File: src/design/gradient_wipe_opacity_macros.svh
// Assertion macros for the gradient wipe opacity block.
// Used by the top level; expects signals named clock and reset in scope.
`ifndef GRADIENT_WIPE_OPACITY_MACROS_SVH
`define GRADIENT_WIPE_OPACITY_MACROS_SVH

// same-cycle implication
`define GWO_ASSERT_NOW(label, ante, cons) \
   label: assert property (@(posedge clock) disable iff (reset) (ante) |-> (cons)) \
      else $error("gradient_wipe_opacity: same-cycle check failed");

// next-cycle implication
`define GWO_ASSERT_NEXT(label, ante, cons) \
   label: assert property (@(posedge clock) disable iff (reset) (ante) |=> (cons)) \
      else $error("gradient_wipe_opacity: next-cycle check failed");

`endif

File: src/design/gwo_pkg.sv
// Shared types and constants for the gradient wipe opacity block.
// No dependencies; used by the interfaces, controller, datapath and top level.
`default_nettype none

package gwo_pkg;

   localparam int CMD_W       = 2;
   localparam int CH_W        = 8;
   localparam int LEVEL_W     = 10;
   localparam int PROG_W      = 13;
   localparam int SOFT_W      = 7;
   localparam int OPAC_W      = 13;
   localparam int CSR_INDEX_W = 1;
   localparam int CSR_DATA_W  = 13;
   localparam int DEN_W       = 25;   // holds 765 * 100 * 255

   localparam logic [CMD_W-1:0] CMD_CLEAR = 2'd0;
   localparam logic [CMD_W-1:0] CMD_SCAN  = 2'd1;
   localparam logic [CMD_W-1:0] CMD_EVAL  = 2'd2;

   localparam logic [CSR_INDEX_W-1:0] CSR_PROGRESS = 1'd0;
   localparam logic [CSR_INDEX_W-1:0] CSR_SOFTEN   = 1'd1;

   localparam logic [LEVEL_W-1:0] FULL_LEVEL = 10'd765;
   localparam logic [SOFT_W-1:0]  SOFT_MAX   = 7'd100;

   typedef enum logic [2:0] {
      ST_IDLE,
      ST_DECODE,
      ST_MUL1,
      ST_MUL2,
      ST_SELECT,
      ST_DIV_LOAD,
      ST_DIV_RUN,
      ST_RESULT
   } gwo_state_type;

   typedef struct packed {
      logic load;
      logic update;
      logic mul1;
      logic mul2;
      logic select;
      logic div_start;
      logic finish;
   } gwo_cmd_type;

   typedef struct packed {
      logic [CMD_W-1:0] item_op;
      logic             zero;
      logic             div_busy;
   } gwo_status_type;

endpackage

`default_nettype wire

File: src/design/gwo_req_if.sv
// Request channel: valid/ready handshake carrying one pixel word.
// Depends on gwo_pkg for field widths.
`default_nettype none

interface gwo_req_if;
   logic                        valid;
   logic                        ready;
   logic [gwo_pkg::CMD_W-1:0]   req_command;
   logic [gwo_pkg::CH_W-1:0]    req_red;
   logic [gwo_pkg::CH_W-1:0]    req_green;
   logic [gwo_pkg::CH_W-1:0]    req_blue;
   logic [gwo_pkg::CH_W-1:0]    req_alpha;
   logic                        req_inside_req;

   modport source (
      output valid, req_command, req_red, req_green, req_blue, req_alpha, req_inside_req,
      input  ready
   );
   modport sink (
      input  valid, req_command, req_red, req_green, req_blue, req_alpha, req_inside_req,
      output ready
   );
endinterface

`default_nettype wire

File: src/design/gwo_rsp_if.sv
// Response channel: valid/ready handshake carrying one opacity word.
// Depends on gwo_pkg for the field width.
`default_nettype none

interface gwo_rsp_if;
   logic                       valid;
   logic                       ready;
   logic [gwo_pkg::OPAC_W-1:0] rsp_opacity;

   modport source (output valid, rsp_opacity, input ready);
   modport sink   (input valid, rsp_opacity, output ready);
endinterface

`default_nettype wire

File: src/design/gwo_div.sv
// Restoring divider, one quotient bit per cycle.
// Standalone; instantiated by gwo_dpath. Quotient must fit in QUO_W bits.
`default_nettype none

module gwo_div #(
   parameter int NUM_W = 37,
   parameter int QUO_W = 13,
   parameter int DEN_W = 25
) (
   input  wire logic             clock,
   input  wire logic             reset,
   input  wire logic             start,
   input  wire logic [NUM_W-1:0] numer,
   input  wire logic [DEN_W-1:0] denom,
   output logic                  busy,
   output logic [QUO_W-1:0]      quotient
);

   localparam int CNT_W = $clog2(QUO_W + 1);

   logic [CNT_W-1:0] cnt_ff, cnt_in;
   logic [DEN_W-1:0] rem_ff, rem_in;
   logic [DEN_W-1:0] den_ff, den_in;
   logic [QUO_W-1:0] low_ff, low_in;
   logic [DEN_W:0]   trial;
   logic             ge;

   assign busy     = (cnt_ff != '0);
   assign quotient = low_ff;

   // low_ff holds the dividend bits still to be shifted in, then the quotient
   always_comb begin
      trial  = {rem_ff, low_ff[QUO_W-1]};
      ge     = (trial >= {1'b0, den_ff});
      cnt_in = cnt_ff;
      rem_in = rem_ff;
      low_in = low_ff;
      den_in = den_ff;
      if (start) begin
         cnt_in = CNT_W'(QUO_W);
         rem_in = DEN_W'(numer[NUM_W-1:QUO_W]);
         low_in = numer[QUO_W-1:0];
         den_in = denom;
      end else if (busy) begin
         cnt_in = cnt_ff - 1'b1;
         rem_in = ge ? DEN_W'(trial - {1'b0, den_ff}) : DEN_W'(trial);
         low_in = {low_ff[QUO_W-2:0], ge};
      end
   end

   always_ff @(posedge clock) begin
      if (reset) begin
         cnt_ff <= '0;
      end else begin
         cnt_ff <= cnt_in;
      end
   end

   always_ff @(posedge clock) begin
      rem_ff <= rem_in;
      low_ff <= low_in;
      den_ff <= den_in;
   end

endmodule

`default_nettype wire

File: src/design/gwo_ctrl.sv
// Controller FSM: sequences the datapath and owns both handshakes.
// Depends on gwo_pkg for state, command and status types.
`default_nettype none

module gwo_ctrl (
   input  wire logic                    clock,
   input  wire logic                    reset,
   input  wire logic                    req_valid,
   output logic                         req_ready,
   output logic                         rsp_valid,
   input  wire logic                    rsp_ready,
   output gwo_pkg::gwo_cmd_type         cmd,
   input  wire gwo_pkg::gwo_status_type status
);

   gwo_pkg::gwo_state_type state_ff, state_in;
   logic                   rsp_valid_ff, rsp_valid_in;
   logic                   out_free;

   assign out_free  = !rsp_valid_ff || rsp_ready;
   assign rsp_valid = rsp_valid_ff;

   always_comb begin
      state_in = state_ff;
      unique case (state_ff)
         gwo_pkg::ST_IDLE: begin
            if (req_valid) state_in = gwo_pkg::ST_DECODE;
         end
         gwo_pkg::ST_DECODE: begin
            state_in = (status.item_op == gwo_pkg::CMD_EVAL) ? gwo_pkg::ST_MUL1
                                                              : gwo_pkg::ST_IDLE;
         end
         gwo_pkg::ST_MUL1:   state_in = gwo_pkg::ST_MUL2;
         gwo_pkg::ST_MUL2:   state_in = gwo_pkg::ST_SELECT;
         gwo_pkg::ST_SELECT: state_in = gwo_pkg::ST_DIV_LOAD;
         gwo_pkg::ST_DIV_LOAD: begin
            state_in = status.zero ? gwo_pkg::ST_RESULT : gwo_pkg::ST_DIV_RUN;
         end
         gwo_pkg::ST_DIV_RUN: begin
            if (!status.div_busy) state_in = gwo_pkg::ST_RESULT;
         end
         gwo_pkg::ST_RESULT: begin
            if (out_free) state_in = gwo_pkg::ST_IDLE;
         end
         default: state_in = gwo_pkg::ST_IDLE;
      endcase
   end

   always_comb begin
      cmd       = '0;
      req_ready = 1'b0;
      unique case (state_ff)
         gwo_pkg::ST_IDLE: begin
            req_ready = 1'b1;
            cmd.load  = req_valid;
         end
         gwo_pkg::ST_DECODE:   cmd.update    = (status.item_op != gwo_pkg::CMD_EVAL);
         gwo_pkg::ST_MUL1:     cmd.mul1      = 1'b1;
         gwo_pkg::ST_MUL2:     cmd.mul2      = 1'b1;
         gwo_pkg::ST_SELECT:   cmd.select    = 1'b1;
         gwo_pkg::ST_DIV_LOAD: cmd.div_start = !status.zero;
         gwo_pkg::ST_DIV_RUN:  cmd           = '0;
         gwo_pkg::ST_RESULT:   cmd.finish    = out_free;
         default:              cmd           = '0;
      endcase
   end

   always_comb begin
      if (cmd.finish) begin
         rsp_valid_in = 1'b1;
      end else if (rsp_ready) begin
         rsp_valid_in = 1'b0;
      end else begin
         rsp_valid_in = rsp_valid_ff;
      end
   end

   always_ff @(posedge clock) begin
      if (reset) begin
         state_ff     <= gwo_pkg::ST_IDLE;
         rsp_valid_ff <= 1'b0;
      end else begin
         state_ff     <= state_in;
         rsp_valid_ff <= rsp_valid_in;
      end
   end

endmodule

`default_nettype wire

File: src/design/gwo_dpath.sv
// Datapath: lightness extremes, fixed-point compare chain and ramp divider.
// Depends on gwo_pkg and gwo_div; driven by gwo_ctrl commands.
`default_nettype none

module gwo_dpath #(
   parameter int FRAC_BITS = 12
) (
   input  wire logic                        clock,
   input  wire logic                        reset,
   input  wire gwo_pkg::gwo_cmd_type        cmd,
   output gwo_pkg::gwo_status_type          status,
   input  wire logic [gwo_pkg::CMD_W-1:0]   req_command,
   input  wire logic [gwo_pkg::CH_W-1:0]    req_red,
   input  wire logic [gwo_pkg::CH_W-1:0]    req_green,
   input  wire logic [gwo_pkg::CH_W-1:0]    req_blue,
   input  wire logic [gwo_pkg::CH_W-1:0]    req_alpha,
   input  wire logic                        req_inside_req,
   input  wire logic [gwo_pkg::PROG_W-1:0]  progress,
   input  wire logic [gwo_pkg::SOFT_W-1:0]  soften,
   output logic [gwo_pkg::OPAC_W-1:0]       opacity
);

   localparam int LVW  = gwo_pkg::LEVEL_W;
   localparam int OW   = gwo_pkg::OPAC_W;
   localparam int DW   = gwo_pkg::DEN_W;
   localparam int PW   = FRAC_BITS + 1;                 // p in [0, ONE]
   localparam int CW   = (PW > gwo_pkg::PROG_W) ? PW + 1 : gwo_pkg::PROG_W + 1;
   localparam int HW   = PW + 7;                        // 100*p, s*(ONE-p)
   localparam int TW   = HW + 1;                        // signed t
   localparam int NDW  = LVW + 1;                       // signed L - darkest
   localparam int SDW  = gwo_pkg::SOFT_W + LVW;         // s*d
   localparam int LW   = FRAC_BITS + 18;                // signed lhs
   localparam int RW   = TW + NDW;                      // signed rhs
   localparam int SODW = FRAC_BITS + SDW;               // s*ONE*d
   localparam int CMPW = FRAC_BITS + 22;
   localparam int QW   = FRAC_BITS + 1;
   localparam int NW   = SODW + gwo_pkg::CH_W;

   localparam logic [CW-1:0] ONE_CW = CW'(1) << FRAC_BITS;
   localparam logic [PW-1:0] ONE_PW = PW'(1) << FRAC_BITS;

   // item
   logic [gwo_pkg::CMD_W-1:0] op_ff;
   logic [LVW-1:0]            level_ff;
   logic [gwo_pkg::CH_W-1:0]  alpha_ff;
   logic                      inside_ff;
   // extremes
   logic [LVW-1:0]            dark_ff, dark_in;
   logic [LVW-1:0]            bright_ff, bright_in;
   // first product step
   logic [CW-1:0]             prog_wide, p_sat;
   logic [PW-1:0]             p_val, one_minus;
   logic [gwo_pkg::SOFT_W-1:0] soft_sat;
   logic [HW-1:0]             hp, sq;
   logic signed [TW-1:0]      t_ff, t_in;
   logic signed [NDW-1:0]     n_ff, n_in;
   logic [LVW-1:0]            d_ff, d_in;
   logic [SDW-1:0]            sd_ff, sd_in;
   // second product step
   logic signed [LW-1:0]      lhs_ff, lhs_in;
   logic signed [RW-1:0]      rhs_ff, rhs_in;
   logic [SODW-1:0]           sod_ff, sod_in;
   logic [DW-1:0]             den_ff, den_in;
   // select step
   logic signed [CMPW-1:0]    lhs_c, rhs_c, sod_c, diff;
   logic                      full_ff, full_in;
   logic [SODW-1:0]           r_ff, r_in;
   logic                      zero_ff, zero_in;
   // divide
   logic [NW-1:0]             div_num;
   logic [DW-1:0]             div_den;
   logic                      div_busy;
   logic [QW-1:0]             quot;
   logic [OW-1:0]             opacity_ff, opacity_in;

   assign status.item_op  = op_ff;
   assign status.zero     = zero_ff;
   assign status.div_busy = div_busy;
   assign opacity         = opacity_ff;

   // extremes update
   always_comb begin
      dark_in   = dark_ff;
      bright_in = bright_ff;
      if (op_ff == gwo_pkg::CMD_CLEAR) begin
         dark_in   = gwo_pkg::FULL_LEVEL;
         bright_in = '0;
      end else if (op_ff == gwo_pkg::CMD_SCAN && alpha_ff != '0) begin
         if (level_ff < dark_ff)   dark_in   = level_ff;
         if (level_ff > bright_ff) bright_in = level_ff;
      end
   end

   // t = 100*p - s*(ONE-p), the threshold scaled by 100*ONE
   always_comb begin
      prog_wide = CW'(progress);
      p_sat     = (prog_wide > ONE_CW) ? ONE_CW : prog_wide;
      p_val     = PW'(p_sat);
      soft_sat  = (soften > gwo_pkg::SOFT_MAX) ? gwo_pkg::SOFT_MAX : soften;
      one_minus = ONE_PW - p_val;
      hp        = HW'(p_val) * HW'(100);
      sq        = HW'(soft_sat) * HW'(one_minus);
      t_in      = $signed({1'b0, hp}) - $signed({1'b0, sq});
      n_in      = $signed({1'b0, level_ff}) - $signed({1'b0, dark_ff});
      d_in      = bright_ff - dark_ff;
      sd_in     = SDW'(soft_sat) * SDW'(d_in);
   end

   always_comb begin
      lhs_in = (LW'(n_ff) * LW'(100)) <<< FRAC_BITS;
      rhs_in = RW'($signed({1'b0, d_ff})) * RW'(t_ff);
      sod_in = SODW'(sd_ff) << FRAC_BITS;
      den_in = DW'(sd_ff) * DW'(255);
   end

   // with s = 0, diff equals rhs - lhs, negative whenever the full case fails
   always_comb begin
      lhs_c   = CMPW'(lhs_ff);
      rhs_c   = CMPW'(rhs_ff);
      sod_c   = CMPW'($signed({1'b0, sod_ff}));
      diff    = rhs_c - lhs_c + sod_c;
      full_in = (lhs_c <= rhs_c);
      r_in    = SODW'(diff);
   end

   always_comb begin
      if (cmd.mul1) begin
         zero_in = !inside_ff || (bright_ff <= dark_ff);
      end else if (cmd.select) begin
         zero_in = zero_ff || (!full_in && diff[CMPW-1]);
      end else begin
         zero_in = zero_ff;
      end
   end

   // full case: alpha*ONE/255; ramp: r*alpha/(s*d*255)
   always_comb begin
      div_num    = full_ff ? (NW'(alpha_ff) << FRAC_BITS) : (NW'(r_ff) * NW'(alpha_ff));
      div_den    = full_ff ? DW'(255) : den_ff;
      opacity_in = zero_ff ? '0 : OW'(quot);
   end

   always_ff @(posedge clock) begin
      if (reset) begin
         dark_ff   <= gwo_pkg::FULL_LEVEL;
         bright_ff <= '0;
      end else if (cmd.update) begin
         dark_ff   <= dark_in;
         bright_ff <= bright_in;
      end
   end

   always_ff @(posedge clock) begin
      if (cmd.load) begin
         op_ff     <= req_command;
         level_ff  <= LVW'(req_red) + LVW'(req_green) + LVW'(req_blue);
         alpha_ff  <= req_alpha;
         inside_ff <= req_inside_req;
      end
      if (cmd.mul1) begin
         t_ff  <= t_in;
         n_ff  <= n_in;
         d_ff  <= d_in;
         sd_ff <= sd_in;
      end
      if (cmd.mul2) begin
         lhs_ff <= lhs_in;
         rhs_ff <= rhs_in;
         sod_ff <= sod_in;
         den_ff <= den_in;
      end
      if (cmd.select) begin
         full_ff <= full_in;
         r_ff    <= r_in;
      end
      zero_ff <= zero_in;
      if (cmd.finish) begin
         opacity_ff <= opacity_in;
      end
   end

   gwo_div #(
      .NUM_W (NW),
      .QUO_W (QW),
      .DEN_W (DW)
   ) u_div (
      .clock    (clock),
      .reset    (reset),
      .start    (cmd.div_start),
      .numer    (div_num),
      .denom    (div_den),
      .busy     (div_busy),
      .quotient (quot)
   );

endmodule

`default_nettype wire

File: src/design/gradient_wipe_opacity.sv
// Gradient wipe opacity generator, top level.
// Channels: req (sink) takes one word per pixel with a command: clear
// resets the darkest/lightest extremes, scan folds R+G+B of pixels with
// nonzero alpha into them, evaluate returns one Q(OPACITY_FRAC_BITS)
// opacity word on rsp. Clear, scan and unused commands give no word.
// csr_wr_en/csr_index/csr_wr_data write progress (index 0) and soften
// percent (index 1). The user must write only while the block is idle;
// the block itself does not enforce it. Clear and scan pass through
// decode and back to idle. An evaluate that lands inside the ramp or
// fully shown runs the restoring divider, one quotient bit per cycle
// over OPACITY_FRAC_BITS+1 bits, after the mul1, mul2 and select steps;
// zero-opacity cases skip it. The next word is taken once rsp has it.
// Reset: extremes go to 765/0, progress and soften to 0, no word pending.
// A stalled rsp holds its word; one more item can be taken and worked
// on, and it waits in its final step until the output register frees.
`default_nettype none
`include "gradient_wipe_opacity_macros.svh"

module gradient_wipe_opacity #(
   parameter int OPACITY_FRAC_BITS = 12
) (
   input  wire logic                             clock,
   input  wire logic                             reset,
   gwo_req_if.sink                               req,
   gwo_rsp_if.source                             rsp,
   input  wire logic                             csr_wr_en,
   input  wire logic [gwo_pkg::CSR_INDEX_W-1:0]  csr_index,
   input  wire logic [gwo_pkg::CSR_DATA_W-1:0]   csr_wr_data
);

   logic [gwo_pkg::PROG_W-1:0] progress_ff;
   logic [gwo_pkg::SOFT_W-1:0] soften_ff;
   gwo_pkg::gwo_cmd_type       cmd;
   gwo_pkg::gwo_status_type    status;
   logic                       req_ready;
   logic                       rsp_valid;
   logic [gwo_pkg::OPAC_W-1:0] opacity;
   logic                       short_accept;
   logic                       opacity_ok;

   assign req.ready       = req_ready;
   assign rsp.valid       = rsp_valid;
   assign rsp.rsp_opacity = opacity;

   always_ff @(posedge clock) begin
      if (reset) begin
         progress_ff <= '0;
         soften_ff   <= '0;
      end else if (csr_wr_en) begin
         unique case (csr_index)
            gwo_pkg::CSR_PROGRESS: progress_ff <= csr_wr_data[gwo_pkg::PROG_W-1:0];
            gwo_pkg::CSR_SOFTEN:   soften_ff   <= csr_wr_data[gwo_pkg::SOFT_W-1:0];
            default: ;
         endcase
      end
   end

   gwo_ctrl u_ctrl (
      .clock     (clock),
      .reset     (reset),
      .req_valid (req.valid),
      .req_ready (req_ready),
      .rsp_valid (rsp_valid),
      .rsp_ready (rsp.ready),
      .cmd       (cmd),
      .status    (status)
   );

   gwo_dpath #(
      .FRAC_BITS (OPACITY_FRAC_BITS)
   ) u_dpath (
      .clock          (clock),
      .reset          (reset),
      .cmd            (cmd),
      .status         (status),
      .req_command    (req.req_command),
      .req_red        (req.req_red),
      .req_green      (req.req_green),
      .req_blue       (req.req_blue),
      .req_alpha      (req.req_alpha),
      .req_inside_req (req.req_inside_req),
      .progress       (progress_ff),
      .soften         (soften_ff),
      .opacity        (opacity)
   );

   assign short_accept = req.valid && req.ready && (req.req_command != gwo_pkg::CMD_EVAL);
   assign opacity_ok   = (OPACITY_FRAC_BITS > gwo_pkg::OPAC_W - 1) ||
                         (int'(rsp.rsp_opacity) <= (1 << OPACITY_FRAC_BITS));

   // an accepted word always leaves the input not ready in the next cycle
   `GWO_ASSERT_NEXT(a_busy_after_accept, req.valid && req.ready, !req.ready)
   // clear/scan words free the input again once the controller is back in idle
   `GWO_ASSERT_NOW(a_short_cmd_turnaround, short_accept, ##2 req.ready)
   // the divider never yields more than full opacity
   `GWO_ASSERT_NOW(a_opacity_range, rsp.valid, opacity_ok)

endmodule

`default_nettype wire
File: src/flat_wrapper.sv
// flat-port wrapper written by rule: the top's interface ports become plain ports
module gradient_wipe_opacity_flat 
#(
   parameter int OPACITY_FRAC_BITS = 12
)
  (clock, reset, csr_wr_en, csr_index, csr_wr_data, req_valid, req_req_command, req_req_red, req_req_green, req_req_blue, req_req_alpha, req_req_inside_req, req_ready, rsp_valid, rsp_rsp_opacity, rsp_ready);
  gwo_req_if req_i ();
  gwo_rsp_if rsp_i ();
  input  wire logic clock;
  input  wire logic reset;
  input  wire logic csr_wr_en;
  input  wire logic [gwo_pkg::CSR_INDEX_W-1:0] csr_index;
  input  wire logic [gwo_pkg::CSR_DATA_W-1:0] csr_wr_data;
  input wire logic [$bits(req_i.valid)-1:0] req_valid;
  input wire logic [$bits(req_i.req_command)-1:0] req_req_command;
  input wire logic [$bits(req_i.req_red)-1:0] req_req_red;
  input wire logic [$bits(req_i.req_green)-1:0] req_req_green;
  input wire logic [$bits(req_i.req_blue)-1:0] req_req_blue;
  input wire logic [$bits(req_i.req_alpha)-1:0] req_req_alpha;
  input wire logic [$bits(req_i.req_inside_req)-1:0] req_req_inside_req;
  output wire logic [$bits(req_i.ready)-1:0] req_ready;
  output wire logic [$bits(rsp_i.valid)-1:0] rsp_valid;
  output wire logic [$bits(rsp_i.rsp_opacity)-1:0] rsp_rsp_opacity;
  input wire logic [$bits(rsp_i.ready)-1:0] rsp_ready;
  assign req_i.valid = req_valid;
  assign req_i.req_command = req_req_command;
  assign req_i.req_red = req_req_red;
  assign req_i.req_green = req_req_green;
  assign req_i.req_blue = req_req_blue;
  assign req_i.req_alpha = req_req_alpha;
  assign req_i.req_inside_req = req_req_inside_req;
  assign req_ready = req_i.ready;
  assign rsp_valid = rsp_i.valid;
  assign rsp_rsp_opacity = rsp_i.rsp_opacity;
  assign rsp_i.ready = rsp_ready;
  gradient_wipe_opacity #(.OPACITY_FRAC_BITS(OPACITY_FRAC_BITS)) u_core (.clock(clock), .reset(reset), .req(req_i), .rsp(rsp_i), .csr_wr_en(csr_wr_en), .csr_index(csr_index), .csr_wr_data(csr_wr_data));
endmodule
File: config.mk
export PLATFORM = sky130hd
export DESIGN_NAME = gradient_wipe_opacity_flat
export DESIGN_NICKNAME = d
export VERILOG_FILES = /design/src/design/gwo_pkg.sv /design/src/design/gwo_req_if.sv /design/src/design/gwo_rsp_if.sv /design/src/design/gwo_div.sv /design/src/design/gwo_ctrl.sv /design/src/design/gwo_dpath.sv /design/src/design/gradient_wipe_opacity.sv /design/src/flat_wrapper.sv
export VERILOG_INCLUDE_DIRS = /design/src /design/src/design
export SDC_FILE = /design/constraint.sdc
export NUM_CORES = 2
export LEC_CHECK = 0
export ABC_AREA = 1
export BUFFER_PORTS_ARGS = -buffer_cell sky130_fd_sc_hd__buf_2
export CAP_MARGIN = 25
export CORE_MARGIN = 5
export CORE_UTILIZATION = 60
export CTS_CLUSTER_DIAMETER = 80
export DETAILED_ROUTE_END_ITERATION = 10
export GPL_ROUTABILITY_DRIVEN = 0
export PLACE_DENSITY_LB_ADDON = 0.3
export SLEW_MARGIN = 20
export SYNTH_ARGS = -nofsm -noshare
export SYNTH_HDL_FRONTEND = slang
export SYNTH_SLANG_ARGS = --single-unit
export TNS_END_PERCENT = 5
File: constraint.sdc
create_clock -name clock -period 5.4 [get_ports clock]
set_input_delay 0.54 -clock clock [delete_from_list [all_inputs] [get_ports clock]]
set_output_delay 0.54 -clock clock [all_outputs]
set_load 0.02 [all_outputs]
==> results.sh <==
export IMPL_status="finished with violations"
export IMPL_failed_checks="setup timing"
export IMPL_met1_usage_pct=33.76
export IMPL_hold_viol=0
export IMPL_coreArea_um2=74320
export IMPL_synthesis_nets=6658
export IMPL_ys_types=58
export IMPL_criticalPathCategory="flop to flop"
export IMPL_cts_inserted_buffers=39
export IMPL_finalWirelength_mm=112.8
export IMPL_slew_headroom_pct=36.34
export IMPL_grt_busiest_layer="met2"
export IMPL_ant_nets=0
export IMPL_holdWs_ps=131.6
export IMPL_worstPathMaxFanout=5
export IMPL_die_x_um=283.6
export IMPL_synth_most_common_cell="inv_1"
export IMPL_initial_utilization_pct=60.45
export IMPL_crit_slowest_cell="fa_1"
export IMPL_insertion_delay_ps=590
export IMPL_hp_class="input port to flop"
export IMPL_drt_first_pass_iters=6
export IMPL_antenna_found_initial=0
export IMPL_seqCellArea_um2=9248
export IMPL_synth_area_top_cells="fa_1 (26%), edfxtp_1 (18%), ha_1 (13%)"
export IMPL_use_met3_pct=3.205
export IMPL_cp_top_family="adder cells"
export IMPL_setup_viol=13
export IMPL_grt_pass1_wl_mm=184.1
export IMPL_cp_data_required_time_ps=5720
export IMPL_ctsHoldBuffers=0
export IMPL_num_rows=100
export IMPL_cpMostUsedCell="inv_1"
export IMPL_min_from="req_req_alpha[7]"
export IMPL_fmax_mhz=167.7
export IMPL_drtIter0Drc=2662
export IMPL_synth_edff_count=275
export IMPL_ys_seq_area_share_pct=20.56
export IMPL_fin_setup_tns_ps=-5333
export IMPL_synth_ff_type="edfxtp_1"
export IMPL_diodes=0
export IMPL_cp_start_kind="flop"
export IMPL_grt_util_met2_pct=48.73
export IMPL_die_y_um=283.6
export IMPL_period_minus_slack_ps=5964
export IMPL_clockBufferDepth=3
export IMPL_grt_max_degree=66
export IMPL_drive_gt1_share_pct=10.08
export IMPL_yosysTopAreaCell="fa_1"
export IMPL_rr_startpoint="u_core.progress_ff[7]"
export IMPL_r2r_slack_ps=-560
export IMPL_critPathBufInv=9
export IMPL_syn_cell_area_um2=44930
export IMPL_drc_errors=0
export IMPL_cap_violations=0
export IMPL_nFillCells=5890
export IMPL_num_vias=36805
export IMPL_rsz0062_at_grt="true"
export IMPL_dpl_hpwl_mm=90.17
export IMPL_synthTopCellsByCount="inv_1 (1,368), nand2_1 (1,243), fa_1 (577), ha_1 (467), nor2_1 (360)"
export IMPL_tightest_slew_ps=954.8
export IMPL_final_nets=6874
export IMPL_clock_root_buffer="clkbuf_16"
export IMPL_multiInputGateArea_um2=30950
export IMPL_grt_overflow_total=0
export IMPL_post_route_period_util_pct=110.5
export IMPL_drv_slew=0
export IMPL_arrival_ps=6290
export IMPL_place_area_um2=47830
export IMPL_h_tree_depth=2
export IMPL_worst_slack_ps=-564.5
export IMPL_async_reset_ff_share_pct=0
export IMPL_critical_path_max_stage_delay_ps=520
export IMPL_vias_per_cell=5.434
export IMPL_cts_tree="done"
export IMPL_fin_worst_skew_ps=37.05
export IMPL_ios=69
export IMPL_clk_pin_slew_worst_paths_ps=60
export IMPL_fin_area_um2=50200
export IMPL_grt_pass1_vias=38116
export IMPL_numClockSinks=324
export IMPL_yosys_area_top_type_share_pct=25.71
export IMPL_area_growth_pct=11.74
export IMPL_placement_io_buffers=68
export IMPL_syn_inst=5560
export IMPL_worstSetupEndpointType="flop"
export IMPL_track_usage_pct=27.62
export IMPL_cp_startpoint="u_core.progress_ff[7]"
export IMPL_die_area_um2=80450
export IMPL_synth_seq_cells=324
export IMPL_detail_route_wl_per_cell_um=16.66
export IMPL_yosysWarnings=0
export IMPL_avgSynthCellArea_um2=8.081
[worst register-to-register path, delay by kind of cell, from the launching register on]
kind / cells / cell delay (ps)
and+or+nand+nor: 10 / 930
DFF: 1 / 320
AOI/OAI and AO/OA: 5 / 690
adders and majority gates: 8 / 2850
xor gates and xnor gates: 2 / 300
buffers and inverters: 9 / 680
[cell families (layout without fill, tap and decap cells)]
logic type	after synthesis	after routing	share of synthesized area, %
and+or+nand+nor	1946	1946	17.74
buffers and inverters	1515	1759	12.82
adders and majority gates	1044	1044	38.71
AOI/OAI and AO/OA	557	557	6.770
DFF	324	324	20.56
xor gates and xnor gates	174	174	3.392
[state kept, by name, indices dropped and copies added, names as in the netlist, 11 cells and up]
register	flops
u_core.u_dpath.lhs_ff	16
u_core.u_dpath.den_ff	25
u_core.u_dpath.sd_ff	17
u_core.u_dpath.u_div.den_ff	25
u_core.u_dpath.n_ff	11
u_core.u_dpath.t_ff	21
u_core.u_dpath.sod_ff	16
u_core.u_dpath.rhs_ff	32
u_core.u_dpath.u_div.rem_ff	25
u_core.u_dpath.u_div.quotient	13
u_core.u_dpath.opacity	13
u_core.progress_ff	13
u_core.u_dpath.r_ff	29
[layout by cell type (no fill, tap or decap), types with 34 or more instances in the layout]
cell type / Yosys / routed
edfxtp_1: 275 / 275
o21ai_0: 179 / 163
buf_2: 9 / 68
xor2_1: 115 / 113
ha_1: 467 / 427
clkbuf_16: 0 / 39
fa_1: 577 / 573
ha_4: 0 / 34
inv_1: 1368 / 1343
nand2_1: 1243 / 1219
buf_4: 3 / 227
nand3_1: 183 / 181
nor2_1: 360 / 345
a21oi_1: 267 / 238
nand4_1: 60 / 60
xnor2_1: 59 / 56
dfxtp_1: 49 / 42
[through the flow]
step	setup slack [ps]	std cells	util, %
after floorplan	-262.5	5560	-
after global placement	-563.6	6681	64.36
after detailed placement	-715.3	6681	64.36
after CTS	-444.3	6756	66.66
after global routing	-781.0	6773	67.55
final	-564.5	6773	67.55
[final cells by class]
cell class              count  area share, %
well taps                 969          2.415
repair buffers            314          4.713
clock inverters            17         0.3390
clock buffers              52          2.161
inverters                1376          10.30
flip-flops and latches    324          18.42
multi-input cells        3721          61.66
[layer usage]
layer	vias to the layer above	wire length [um]
li1	17437	-
met1	17712	44450
met2	1298	56160
met3	358	5986
met4	0	6221
met5	-	0
[final timing paths]
path                                end  cells after the start
min          u_core.u_dpath.alpha_ff[7]                      1
max reg2reg     u_core.u_dpath.t_ff[17]                     34
min reg2reg       u_core.progress_ff[4]                      2
max             u_core.u_dpath.t_ff[17]                     34
[timing repair]
action	4_1_cts	5_1_grt
setup buffers	6	15
gates cloned	0	0
resized for setup	75	128
pin swaps	45	73
setup endpoints to repair	14	39
Power is not shown: default switching activity piles up to over one toggle a cycle in this logic, so the estimate is an artifact.
